$ cat config.mk
export PLATFORM = sky130hd
export DESIGN_NAME = cartridge_bank_mapper_with_unlock
export DESIGN_NICKNAME = d
export VERILOG_FILES = /design/src/rtl/core/cbm_pkg.sv /design/src/rtl/core/cbm_apb_regs.sv /design/src/rtl/core/cbm_xlate.sv /design/src/rtl/core/cbm_out_reg.sv /design/src/rtl/core/cartridge_bank_mapper_with_unlock.sv
export VERILOG_INCLUDE_DIRS = /design/src /design/src/rtl/core
export SDC_FILE = /design/constraint.sdc
export NUM_CORES = 1
export LEC_CHECK = 0
export ABC_AREA = 1
export BUFFER_PORTS_ARGS = -buffer_cell sky130_fd_sc_hd__buf_2
export CAP_MARGIN = 20
export CORE_ASPECT_RATIO = 1.5
export CORE_MARGIN = 2
export CORE_UTILIZATION = 50
export DETAILED_ROUTE_END_ITERATION = 7
export GPL_TIMING_DRIVEN = 0
export PLACE_DENSITY = 0.79
export SLEW_MARGIN = 0
export SYNTH_ARGS = -nofsm -noshare
export SYNTH_HDL_FRONTEND = slang
export SYNTH_SLANG_ARGS = --single-unit
$ cat constraint.sdc
create_clock -name clk -period 2.3 [get_ports clk]
set_input_delay 0 -clock clk [delete_from_list [all_inputs] [get_ports clk]]
set_output_delay 0 -clock clk [all_outputs]
set_load 0.01 [all_outputs]
$ cat src/rtl/core/cartridge_bank_mapper_with_unlock_defines.svh
// assertion helpers for the cartridge bank mapper
`ifndef CARTRIDGE_BANK_MAPPER_WITH_UNLOCK_DEFINES_SVH
`define CARTRIDGE_BANK_MAPPER_WITH_UNLOCK_DEFINES_SVH

// same-cycle implication, sampled on clk, off during reset
`define CBM_ASSERT_NOW(label, ante, cons, msg) \
	label: assert property (@(posedge clk) disable iff (!arst_n) (ante) |-> (cons)) \
		else $error(msg);

// next-cycle implication, sampled on clk, off during reset
`define CBM_ASSERT_NEXT(label, ante, cons, msg) \
	label: assert property (@(posedge clk) disable iff (!arst_n) (ante) |=> (cons)) \
		else $error(msg);

`endif

$ cat src/rtl/core/cbm_pkg.sv
package cbm_pkg;

	localparam int ROM_ADDR_BITS_DEF      = 22;
	localparam int UNLOCK_TRANSITIONS_DEF = 48;

	localparam int MEM_ADDR_W = 22;
	localparam int CPU_ADDR_W = 16;
	localparam int BYTE_W     = 8;
	localparam int COUNT_W    = 6;
	localparam int CFG_ADDR_W = 3;
	localparam int CFG_DATA_W = 32;
	localparam int CFG_IDX_LSB = 2;

	localparam logic KIND_READ  = 1'b0;
	localparam logic KIND_WRITE = 1'b1;

	typedef enum logic [1:0] {
		REGION_ROM  = 2'd0,
		REGION_RAM  = 2'd1,
		REGION_PASS = 2'd2,
		REGION_NONE = 2'd3
	} region_t;

	typedef enum logic {
		REG_BOOTSTRAP = 1'b0,
		REG_ROM_MASK  = 1'b1
	} reg_index_t;

	// write window select, cpu_address[15:13]
	typedef enum logic [2:0] {
		WIN_OUTER_BANK = 3'd0,
		WIN_INNER_BANK = 3'd1,
		WIN_OUTER_MASK = 3'd2,
		WIN_RAM        = 3'd5
	} win_t;

	localparam logic [7:0] HEADER_PAGE = 8'h01;
	localparam logic [CPU_ADDR_W-1:0] UNLOCK_ADDR = 16'h0100;

	typedef struct packed {
		logic                  bootstrap_mode;
		logic [MEM_ADDR_W-1:0] rom_address_mask;
	} cfg_t;

	typedef struct packed {
		logic [BYTE_W-1:0]  outer_bank;
		logic [BYTE_W-1:0]  outer_mask;
		logic [BYTE_W-1:0]  inner_bank;
		logic               lock_flag;
		logic [COUNT_W-1:0] unlock_count;
	} bank_state_t;

	typedef struct packed {
		region_t               region;
		logic [MEM_ADDR_W-1:0] mem_address;
		logic                  ram_write;
		logic [BYTE_W-1:0]     ram_byte;
		logic                  unlocked_now;
	} result_t;

	// header scramble: exchange bits 0<->6 and 1<->4
	function automatic logic [CPU_ADDR_W-1:0] header_swap(input logic [CPU_ADDR_W-1:0] a);
		logic [CPU_ADDR_W-1:0] r;
		r    = a;
		r[0] = a[6];
		r[1] = a[4];
		r[4] = a[1];
		r[6] = a[0];
		return r;
	endfunction

endpackage

$ cat src/rtl/core/cbm_apb_regs.sv
module cbm_apb_regs (
	input  logic                           clk,
	input  logic                           arst_n,
	input  logic                           psel,
	input  logic                           penable,
	input  logic                           pwrite,
	input  logic [cbm_pkg::CFG_ADDR_W-1:0] paddr,
	input  logic [cbm_pkg::CFG_DATA_W-1:0] pwdata,
	output logic [cbm_pkg::CFG_DATA_W-1:0] prdata,
	output logic                           pready,
	output cbm_pkg::cfg_t                  cfg
);
	import cbm_pkg::*;

	cfg_t       cfg_q;
	reg_index_t idx;
	logic       wr_en;

	assign idx    = reg_index_t'(paddr[CFG_IDX_LSB]);
	assign pready = 1'b1;
	assign wr_en  = psel & penable & pwrite & pready;

	always_ff @(posedge clk or negedge arst_n) begin
		if (!arst_n) begin
			cfg_q.bootstrap_mode   <= 1'b0;
			cfg_q.rom_address_mask <= {MEM_ADDR_W{1'b1}};
		end else if (wr_en) begin
			unique case (idx)
				REG_BOOTSTRAP: cfg_q.bootstrap_mode   <= pwdata[0];
				REG_ROM_MASK:  cfg_q.rom_address_mask <= pwdata[MEM_ADDR_W-1:0];
			endcase
		end
	end

	always_comb begin
		unique case (idx)
			REG_BOOTSTRAP: prdata = {{(CFG_DATA_W-1){1'b0}}, cfg_q.bootstrap_mode};
			REG_ROM_MASK:  prdata = {{(CFG_DATA_W-MEM_ADDR_W){1'b0}}, cfg_q.rom_address_mask};
		endcase
	end

	assign cfg = cfg_q;

endmodule

$ cat src/rtl/core/cbm_xlate.sv
module cbm_xlate #(
	parameter int ROM_ADDR_BITS      = cbm_pkg::ROM_ADDR_BITS_DEF,
	parameter int UNLOCK_TRANSITIONS = cbm_pkg::UNLOCK_TRANSITIONS_DEF
) (
	input  logic                           kind,
	input  logic [cbm_pkg::CPU_ADDR_W-1:0] cpu_address,
	input  logic [cbm_pkg::BYTE_W-1:0]     write_byte,
	input  cbm_pkg::cfg_t                  cfg,
	input  cbm_pkg::bank_state_t           cur,
	output cbm_pkg::bank_state_t           nxt,
	output cbm_pkg::result_t               res
);
	import cbm_pkg::*;

	localparam logic [MEM_ADDR_W-1:0] ROM_WIDTH_MASK =
		MEM_ADDR_W'((23'(1) << ROM_ADDR_BITS) - 23'(1));
	localparam logic [COUNT_W-1:0] UNLOCK_CNT = COUNT_W'(UNLOCK_TRANSITIONS);

	logic                  open;
	logic [BYTE_W-1:0]     low_bank;
	logic [BYTE_W-1:0]     high_bank;
	logic [CPU_ADDR_W-1:0] a;
	logic [MEM_ADDR_W-1:0] base;

	assign open      = &cur.inner_bank[5:4];
	assign low_bank  = cur.outer_bank & cur.outer_mask;
	assign high_bank = low_bank | (cur.inner_bank & ~cur.outer_mask);

	always_comb begin
		nxt              = cur;
		res.region       = REGION_NONE;
		res.mem_address  = '0;
		res.ram_write    = 1'b0;
		res.ram_byte     = '0;
		res.unlocked_now = 1'b0;
		a                = cpu_address;
		base             = '0;
		if (kind == KIND_WRITE) begin
			unique case (cpu_address[15:13])
				WIN_OUTER_BANK: if (open) nxt.outer_bank = write_byte;
				WIN_INNER_BANK: nxt.inner_bank = (write_byte != '0) ? write_byte : BYTE_W'(1);
				WIN_OUTER_MASK: if (open) nxt.outer_mask = write_byte;
				WIN_RAM: begin
					res.region      = REGION_RAM;
					res.mem_address = MEM_ADDR_W'(cpu_address[12:0]);
					res.ram_write   = 1'b1;
					res.ram_byte    = write_byte;
				end
				default: ;
			endcase
		end else begin
			// boot rom emulation: count rom reads, force bit 7 while locked
			if (cfg.bootstrap_mode) begin
				if (!cpu_address[15]) begin
					if (cur.unlock_count == UNLOCK_CNT) begin
						res.unlocked_now = cur.lock_flag;
						nxt.lock_flag    = 1'b0;
					end else begin
						nxt.unlock_count = cur.unlock_count + COUNT_W'(1);
					end
				end
				if (nxt.lock_flag) a[7] = 1'b1;
			end
			if (a[15:8] == HEADER_PAGE) a = header_swap(a);
			if (nxt.lock_flag && (a == UNLOCK_ADDR) && !cfg.bootstrap_mode) begin
				nxt.lock_flag    = 1'b0;
				res.unlocked_now = 1'b1;
			end
			priority if (a[15:14] == 2'b00) begin
				base            = {low_bank, 14'b0} & cfg.rom_address_mask & ROM_WIDTH_MASK;
				res.region      = REGION_ROM;
				res.mem_address = base | MEM_ADDR_W'(a[13:0]);
			end else if (a[15:14] == 2'b01) begin
				base            = {high_bank, 14'b0} & cfg.rom_address_mask & ROM_WIDTH_MASK;
				res.region      = REGION_ROM;
				res.mem_address = base | MEM_ADDR_W'(a[13:0]);
			end else if (a[15:13] == WIN_RAM) begin
				res.region      = REGION_RAM;
				res.mem_address = MEM_ADDR_W'(a[12:0]);
			end else begin
				res.region      = REGION_PASS;
				res.mem_address = MEM_ADDR_W'(a);
			end
		end
	end

endmodule

$ cat src/rtl/core/cbm_out_reg.sv
module cbm_out_reg (
	input  logic             clk,
	input  logic             arst_n,
	input  logic             load,
	input  cbm_pkg::result_t res,
	input  logic             out_stall,
	output logic             out_valid,
	output cbm_pkg::result_t res_s1
);
	import cbm_pkg::*;

	logic valid_s1;

	always_ff @(posedge clk or negedge arst_n) begin
		if (!arst_n) begin
			valid_s1 <= 1'b0;
		end else if (load) begin
			valid_s1 <= 1'b1;
		end else if (!out_stall) begin
			valid_s1 <= 1'b0;
		end
	end

	always_ff @(posedge clk) begin
		if (load) begin
			res_s1 <= res;
		end
	end

	assign out_valid = valid_s1;

endmodule

$ cat src/rtl/core/cartridge_bank_mapper_with_unlock.sv
// results are registered: an access accepted at one edge shows its result after that edge
// throughput: one access per cycle while in_stall is low, set by the single output register stage
// in_stall rises only while a result waits and out_stall holds it
// reset (arst_n low, asynchronous): banks cleared, inner bank 1, locked, count 0,
// bootstrap off, rom mask all ones, output register empty
`include "cartridge_bank_mapper_with_unlock_defines.svh"

module cartridge_bank_mapper_with_unlock #(
	parameter int ROM_ADDR_BITS      = cbm_pkg::ROM_ADDR_BITS_DEF,
	parameter int UNLOCK_TRANSITIONS = cbm_pkg::UNLOCK_TRANSITIONS_DEF
) (
	input  logic                           clk,
	input  logic                           arst_n,
	// apb configuration port
	input  logic                           psel,
	input  logic                           penable,
	input  logic                           pwrite,
	input  logic [cbm_pkg::CFG_ADDR_W-1:0] paddr,
	input  logic [cbm_pkg::CFG_DATA_W-1:0] pwdata,
	output logic [cbm_pkg::CFG_DATA_W-1:0] prdata,
	output logic                           pready,
	// access channel
	input  logic                           in_valid,
	output logic                           in_stall,
	input  logic                           kind,
	input  logic [cbm_pkg::CPU_ADDR_W-1:0] cpu_address,
	input  logic [cbm_pkg::BYTE_W-1:0]     write_byte,
	// result channel
	output logic                           out_valid,
	input  logic                           out_stall,
	output logic [1:0]                     region,
	output logic [cbm_pkg::MEM_ADDR_W-1:0] mem_address,
	output logic                           ram_write,
	output logic [cbm_pkg::BYTE_W-1:0]     ram_byte,
	output logic                           unlocked_now
);
	import cbm_pkg::*;

	cfg_t        cfg;
	bank_state_t state_q;
	bank_state_t state_nxt;
	result_t     res;
	result_t     res_s1;
	logic        in_accept;

	cbm_apb_regs u_regs (
		.clk     (clk),
		.arst_n  (arst_n),
		.psel    (psel),
		.penable (penable),
		.pwrite  (pwrite),
		.paddr   (paddr),
		.pwdata  (pwdata),
		.prdata  (prdata),
		.pready  (pready),
		.cfg     (cfg)
	);

	// a new transaction may enter whenever the output slot is free or draining
	assign in_stall  = out_valid & out_stall;
	assign in_accept = in_valid & ~in_stall;

	// translation and next bank/lock state, all from the current registers
	cbm_xlate #(
		.ROM_ADDR_BITS      (ROM_ADDR_BITS),
		.UNLOCK_TRANSITIONS (UNLOCK_TRANSITIONS)
	) u_xlate (
		.kind        (kind),
		.cpu_address (cpu_address),
		.write_byte  (write_byte),
		.cfg         (cfg),
		.cur         (state_q),
		.nxt         (state_nxt),
		.res         (res)
	);

	// bank and lock state moves only on an accepted transaction
	always_ff @(posedge clk or negedge arst_n) begin
		if (!arst_n) begin
			state_q.outer_bank   <= '0;
			state_q.outer_mask   <= '0;
			state_q.inner_bank   <= BYTE_W'(1);
			state_q.lock_flag    <= 1'b1;
			state_q.unlock_count <= '0;
		end else if (in_accept) begin
			state_q <= state_nxt;
		end
	end

	cbm_out_reg u_out (
		.clk       (clk),
		.arst_n    (arst_n),
		.load      (in_accept),
		.res       (res),
		.out_stall (out_stall),
		.out_valid (out_valid),
		.res_s1    (res_s1)
	);

	assign region       = res_s1.region;
	assign mem_address  = res_s1.mem_address;
	assign ram_write    = res_s1.ram_write;
	assign ram_byte     = res_s1.ram_byte;
	assign unlocked_now = res_s1.unlocked_now;

	// once unlocked the cartridge stays unlocked
	`CBM_ASSERT_NEXT(a_lock_sticky, !state_q.lock_flag, !state_q.lock_flag, "lock set again")
	// an unlock report always leaves the lock cleared
	`CBM_ASSERT_NEXT(a_unlock_clears, in_accept && res.unlocked_now, !state_q.lock_flag,
		"unlock reported but still locked")
	// the counter stops at the unlock count
	`CBM_ASSERT_NOW(a_count_range, 1'b1,
		state_q.unlock_count <= COUNT_W'(UNLOCK_TRANSITIONS), "unlock count overrun")
	// inner bank never holds zero
	`CBM_ASSERT_NOW(a_inner_nonzero, 1'b1, state_q.inner_bank != '0, "inner bank zero")

endmodule
## Yosys cells after proc, flatten, opt, wreduce, memory -nomap -nowiden

Index checks and enable logic that the tools add are counted.

- Register bits after elaboration: 89
- Input port bits: 67
- Output and inout port bits: 69
- Logic and storage cells: 80

- Add/sub/neg operators: 1
- Equal/unequal tests: 11
- Multiplexer cells: 25
- Bitwise operators: 15
- Reduce and logical (&&, ||, !) cells: 15

Operators with widths:

| kind | count |
|---|---|
| $mux 24 | 4 |
| $pmux 32 s2 | 1 |
| $and 22x22->22 | 2 |
| $or 22x14->22 | 2 |
| $mux 7 | 6 |
| $mux 33 | 1 |
| $and 8x8->8 | 2 |
| $eq 16x9->1 const B | 1 |
| $mux 16 | 1 |
| $reduce_and 5->1 | 3 |
| $mux 1 | 10 |
| $eq 8x1->1 const B | 1 |
| $mux 8 | 1 |
| $not 8->8 | 1 |
| $or 8x8->8 | 1 |
| $reduce_and 2->1 | 4 |
| $reduce_bool 8->1 | 1 |
| $add 6x1->6 const B | 1 |
| $eq 3x3->1 const B | 2 |
| $eq 6x6->1 const B | 1 |
| $mux 6 | 1 |
| $and 1x1->1 | 4 |
| $ne 2x2->1 const B | 2 |
| $eq 3x1->1 const B | 1 |
| other kinds (10) | 13 |

## Logic depth before layout (Yosys ltp)

- Depth in word-level cells: 13
- Depth in mapped cells: 10
- Depth with buffers taken out: 10

## Cells and area by module

A second synthesis with hierarchy kept.

- Cells, all modules: 577
- Area, all modules: 4,608.2 µm²

Modules (own cells, without submodules):

| module | times used | cells each | area each (µm²) |
|---|---|---|---|
| cbm_apb_regs | 1 | 165 | 1,232.4 |
| cartridge_bank_mapper_with_unlock | 1 | 137 | 1,228.7 |
| cbm_xlate | 1 | 237 | 1,089.8 |
| cbm_out_reg | 1 | 38 | 1,057.3 |

## Worst setup path after synthesis

Ideal clock, no wire load.

- Path type: reg-to-reg
- From: reg u_out.valid_s1, in the netlist u_out.out_valid
- To: reg u_out.res_s1[0] (netlist name)
- Setup time: 0.389 ns
- Data arrival time: 1.320 ns
- Required time: 1.911 ns
- Slack: 0.592 ns
- Stages on the path, launching flop included: 4
- Buffers on the path: 0
- Cells stage by stage: dfrtp_1 > nand2_1 > nand2_2 > inv_1

- Cells in the longest elaborated chain, start to end: 3

Ends and longest elaborated chain:

| item | RTL line | text |
|---|---|---|
| start, declared | cbm_out_reg.sv:12 | `logic valid_s1;` |
| start signal, assigned | cbm_out_reg.sv:16 | `valid_s1 <= 1'b0;` |
| start signal, assigned | cbm_out_reg.sv:18 | `valid_s1 <= 1'b1;` |
| start signal, assigned | cbm_out_reg.sv:20 | `valid_s1 <= 1'b0;` |
| $and 1x1->1 | cartridge_bank_mapper_with_unlock.sv:60 | `assign in_stall = out_valid & out_stall;` |
| $not 1->1 | cartridge_bank_mapper_with_unlock.sv:61 | `assign in_accept = in_valid & ~in_stall;` |
| $and 1x1->1 | cartridge_bank_mapper_with_unlock.sv:61 |  |
| named net in_accept | cartridge_bank_mapper_with_unlock.sv:44 | `logic in_accept;` |

The timed path passes the listed nets, and every way through them passes these cells.
A chain may end at the register's enable or synchronous reset.

## Worst setup path after layout

- From: reg u_out.valid_s1, in the netlist u_out.out_valid
- To: reg u_out.res_s1[7] (netlist name)

- Cells in the longest elaborated chain, start to end: 3

Ends and longest elaborated chain:

| item | RTL line |
|---|---|
| $and 1x1->1 | cartridge_bank_mapper_with_unlock.sv:60 |
| $not 1->1 | cartridge_bank_mapper_with_unlock.sv:61 |
| $and 1x1->1 | cartridge_bank_mapper_with_unlock.sv:61 |
| named net in_accept | cartridge_bank_mapper_with_unlock.sv:44 |

The timed path passes the listed nets, and every way through them passes these cells.

==> flow_metrics.env <==
export IMPL_status="finished, violations left"
export IMPL_violations="hold timing"
export IMPL_portBuffers=110
export IMPL_p_per_area_nw_per_um2=782
export IMPL_clk_pin_slew_ns=0.06
export IMPL_rsz0062_at_grt="no"
export IMPL_yosys_warnings=0
export IMPL_grt_first_pass_wirelength_um=15100
export IMPL_coreArea_um2=8060
export IMPL_grt_pass1_vias=3330
export IMPL_dieHeight_um=116
export IMPL_postPlaceCellArea_um2=4930
export IMPL_synth_area_um2=4170
export IMPL_detailed_place_hpwl_um=6630
export IMPL_setup_tns_ns=0
export IMPL_syn2layout_area_growth_pct=33.1
export IMPL_h_tree_depth=3
export IMPL_drtPass1Iterations=5
export IMPL_drt_iter0_drc=187
export IMPL_critPathSlowestCell="inv_1"
export IMPL_power_switching_uw=1210
export IMPL_cts_buffer_depth=2
export IMPL_worst_ep_required_time_ns=2.34
export IMPL_fmax_ghz=0.628
export IMPL_clkPwrFrac_pct=29.9
export IMPL_start_kind="register"
export IMPL_stdcell_area_um2=5550
export IMPL_start_util_pct=51.7
export IMPL_holdCritPathClass="primary input to register"
export IMPL_cp_end_kind="register"
export IMPL_path_cells="nand2_1 > nand2_2 > inv_1 > buf_16"
export IMPL_final_nets=658
export IMPL_slew_violations=0
export IMPL_regToRegStartpoint="u_out.out_valid"
export IMPL_ant_nets=0
export IMPL_cts_tree="yes"
export IMPL_hold_viol=1
export IMPL_finalPower_uw=4340
export IMPL_setup_violations=0
export IMPL_max_vdd_ir_drop_mv=0.451
export IMPL_final_common_cell="buf_2"
export IMPL_vias=3326
export IMPL_yosys_register_bits=89
export IMPL_gr_total_overflow=0
export IMPL_syn_inst=421
export IMPL_via_per_inst=4.76
export IMPL_crit_end="u_out.res_s1[7]"
export IMPL_startpoint="u_out.out_valid"
export IMPL_skew_ns=0.00536
export IMPL_final_cell_mix="113 x buf_2, 84 x nand2_1, 75 x inv_1, 43 x nor2_1, 36 x dlygate4sd3_1"
export IMPL_crit_type="register to register"
export IMPL_numCtsBuffers=9
export IMPL_drc=0
export IMPL_wirelength_um=9330
export IMPL_fp_dieW_um=78.5
export IMPL_fp_dieArea_um2=9090
export IMPL_diodes=0
export IMPL_grt_max_degree=39
export IMPL_min_period_over_period_pct=69.2
export IMPL_cts_sinks=89
export IMPL_tightest_slew_ns=0.568
export IMPL_swShare_pct=27.8
export IMPL_pwr_share_seq_pct=50.3
export IMPL_drive_above_1_share_pct=35.9
export IMPL_combPwrFrac_pct=19.8
export IMPL_r2r_cells=4
export IMPL_cellInternalPower_uw=3130
export IMPL_slew_headroom_pct=62.0
export IMPL_ios=136
export IMPL_layout_min_cycle_time_ns=1.59
export IMPL_r2r_end="u_out.res_s1[7]"
export IMPL_ys_types=30
export IMPL_yosysSeqAreaShare_pct=58.3
export IMPL_p_leak_uw=0.00280
export IMPL_drv_cap=0
export IMPL_fin_hold_ws_ns=-0.00235
export IMPL_gp_congestion=0.847
export IMPL_rows=40
export IMPL_antenna_found_initial=0
export IMPL_r2r_setup_slack_ns=0.71
export IMPL_fill_cells=627
export IMPL_cpPeakStageDelay_ns=0.41
export IMPL_synth_avg_cell_area_um2=9.90
export IMPL_clock_latency_ns=0.34
export IMPL_cp_arrival_ns=1.64
export IMPL_cts_setup_buffers=0
export IMPL_crit_fanout=24
export IMPL_cts_root_buf="clkbuf_16"
export IMPL_route_detailed_wl_per_inst_um=13.3
export IMPL_grt_usage_pct=21.5
export IMPL_utilization_pct=68.8
-- layout make-up --
class | instances | area (um^2) | area share [%]
sequential | 89 | 2430 | 43.8
tap | 105 | 131 | 2.37
multi-input combinational | 244 | 1330 | 23.9
buffer | 21 | 158 | 2.84
clock inverter | 4 | 20.0 | 0.361
timing repair buffer | 148 | 958 | 17.3
clock buffer | 12 | 236 | 4.26
inverter | 76 | 290 | 5.23
-- per-layer routing --
metal	global-route usage (%)	wire length (um)	vias up
met1	26.2	3770	1547
met5	0	0	-
met4	9.71	144	0
li1	-	-	1652
met3	3.04	449	10
met2	37.8	4960	117
-- worst min path at each step --
| stage | to | cells after the start | from | slack [ns] |
|---|---|---|---|---|
| after global routing | u_out.res_s1[19] | 3 | cpu_address[9] | 0.03 |
| after floorplan | state_q[0] | 0 | arst_n | -0.30 |
| after global placement | u_regs.cfg[10] | 2 | pwdata[10] | 0.23 |
| after CTS | state_q[30] | 3 | write_byte[7] | 0.004 |
| final | u_out.res_s1[19] | 3 | cpu_address[9] | -0.002 |
| after detailed placement | state_q[0] | 1 | arst_n | -0.04 |
-- synthesized netlist by cell type (all sizes together) --
library cell,number,area [um^2]
a21oi,13,65.1
a31oi,1,6.26
and3,1,6.26
buf,19,150
clkbuf,2,7.51
conb,2,7.51
dfrtp,31,776
dfstp,24,631
edfxtp,34,1020
ha,2,25.0
inv,76,290
mux2,20,225
nand2,92,365
nand3,8,40.0
nand3b,2,15.0
nand4,2,12.5
nor2,43,161
nor3,4,31.3
nor4,1,21.3
o211ai,7,52.6
o21ai,31,215
o22ai,4,25.0
o31ai,1,7.51
xor2,1,8.76
-- per-stage QoR --
stage	setup WS [ns]	hold WS, ns	std cells
4_1_cts	0.694	0.00361	699
3_5_place_dp	0.712	-0.0357	647
6_report	0.708	-0.00235	699
2_1_floorplan	0.592	-0.296	430
3_3_place_gp	0.376	0.233	645
5_1_grt	0.602	0.0266	699
-- worst max-delay path, delay by kind of cell (launching register included) --
kind	cells	cell delay, ns
flops	1	0.39
simple gates	2	0.27
buf+inv	2	0.64
-- flip-flops by register name, summed over array words and instances, names as in the netlist --
name,count
u_out.out_valid,1
state_q,31
u_regs.cfg,23
u_out.res_s1,34
-- power groups by stage --
| stage | registers (uW) | clock network, uW | logic [uW] |
|---|---|---|---|
| floorplan | 2180 | 0 | 528 |
| global placement | 2190 | 0 | 762 |
| detailed placement | 2200 | 0 | 807 |
| CTS | 2180 | 1320 | 861 |
| global route | 2210 | 1380 | 969 |
| finish | 2180 | 1300 | 859 |
-- cell families after synthesis --
family	Yosys count	synth area share, %
simple gates	153	15.7
compound gates	57	8.92
flops	89	58.3
mux	20	5.41
fa+ha+maj	2	0.601
buf+inv	97	10.8
other cells	2	0.180
xor+xnor	1	0.210
-- repair_timing --
item,in CTS,in global routing
resized for setup,0,0
endpoints found under the hold margin,75,0
hold buffers,36,0
(Power assumes the default switching activity.)
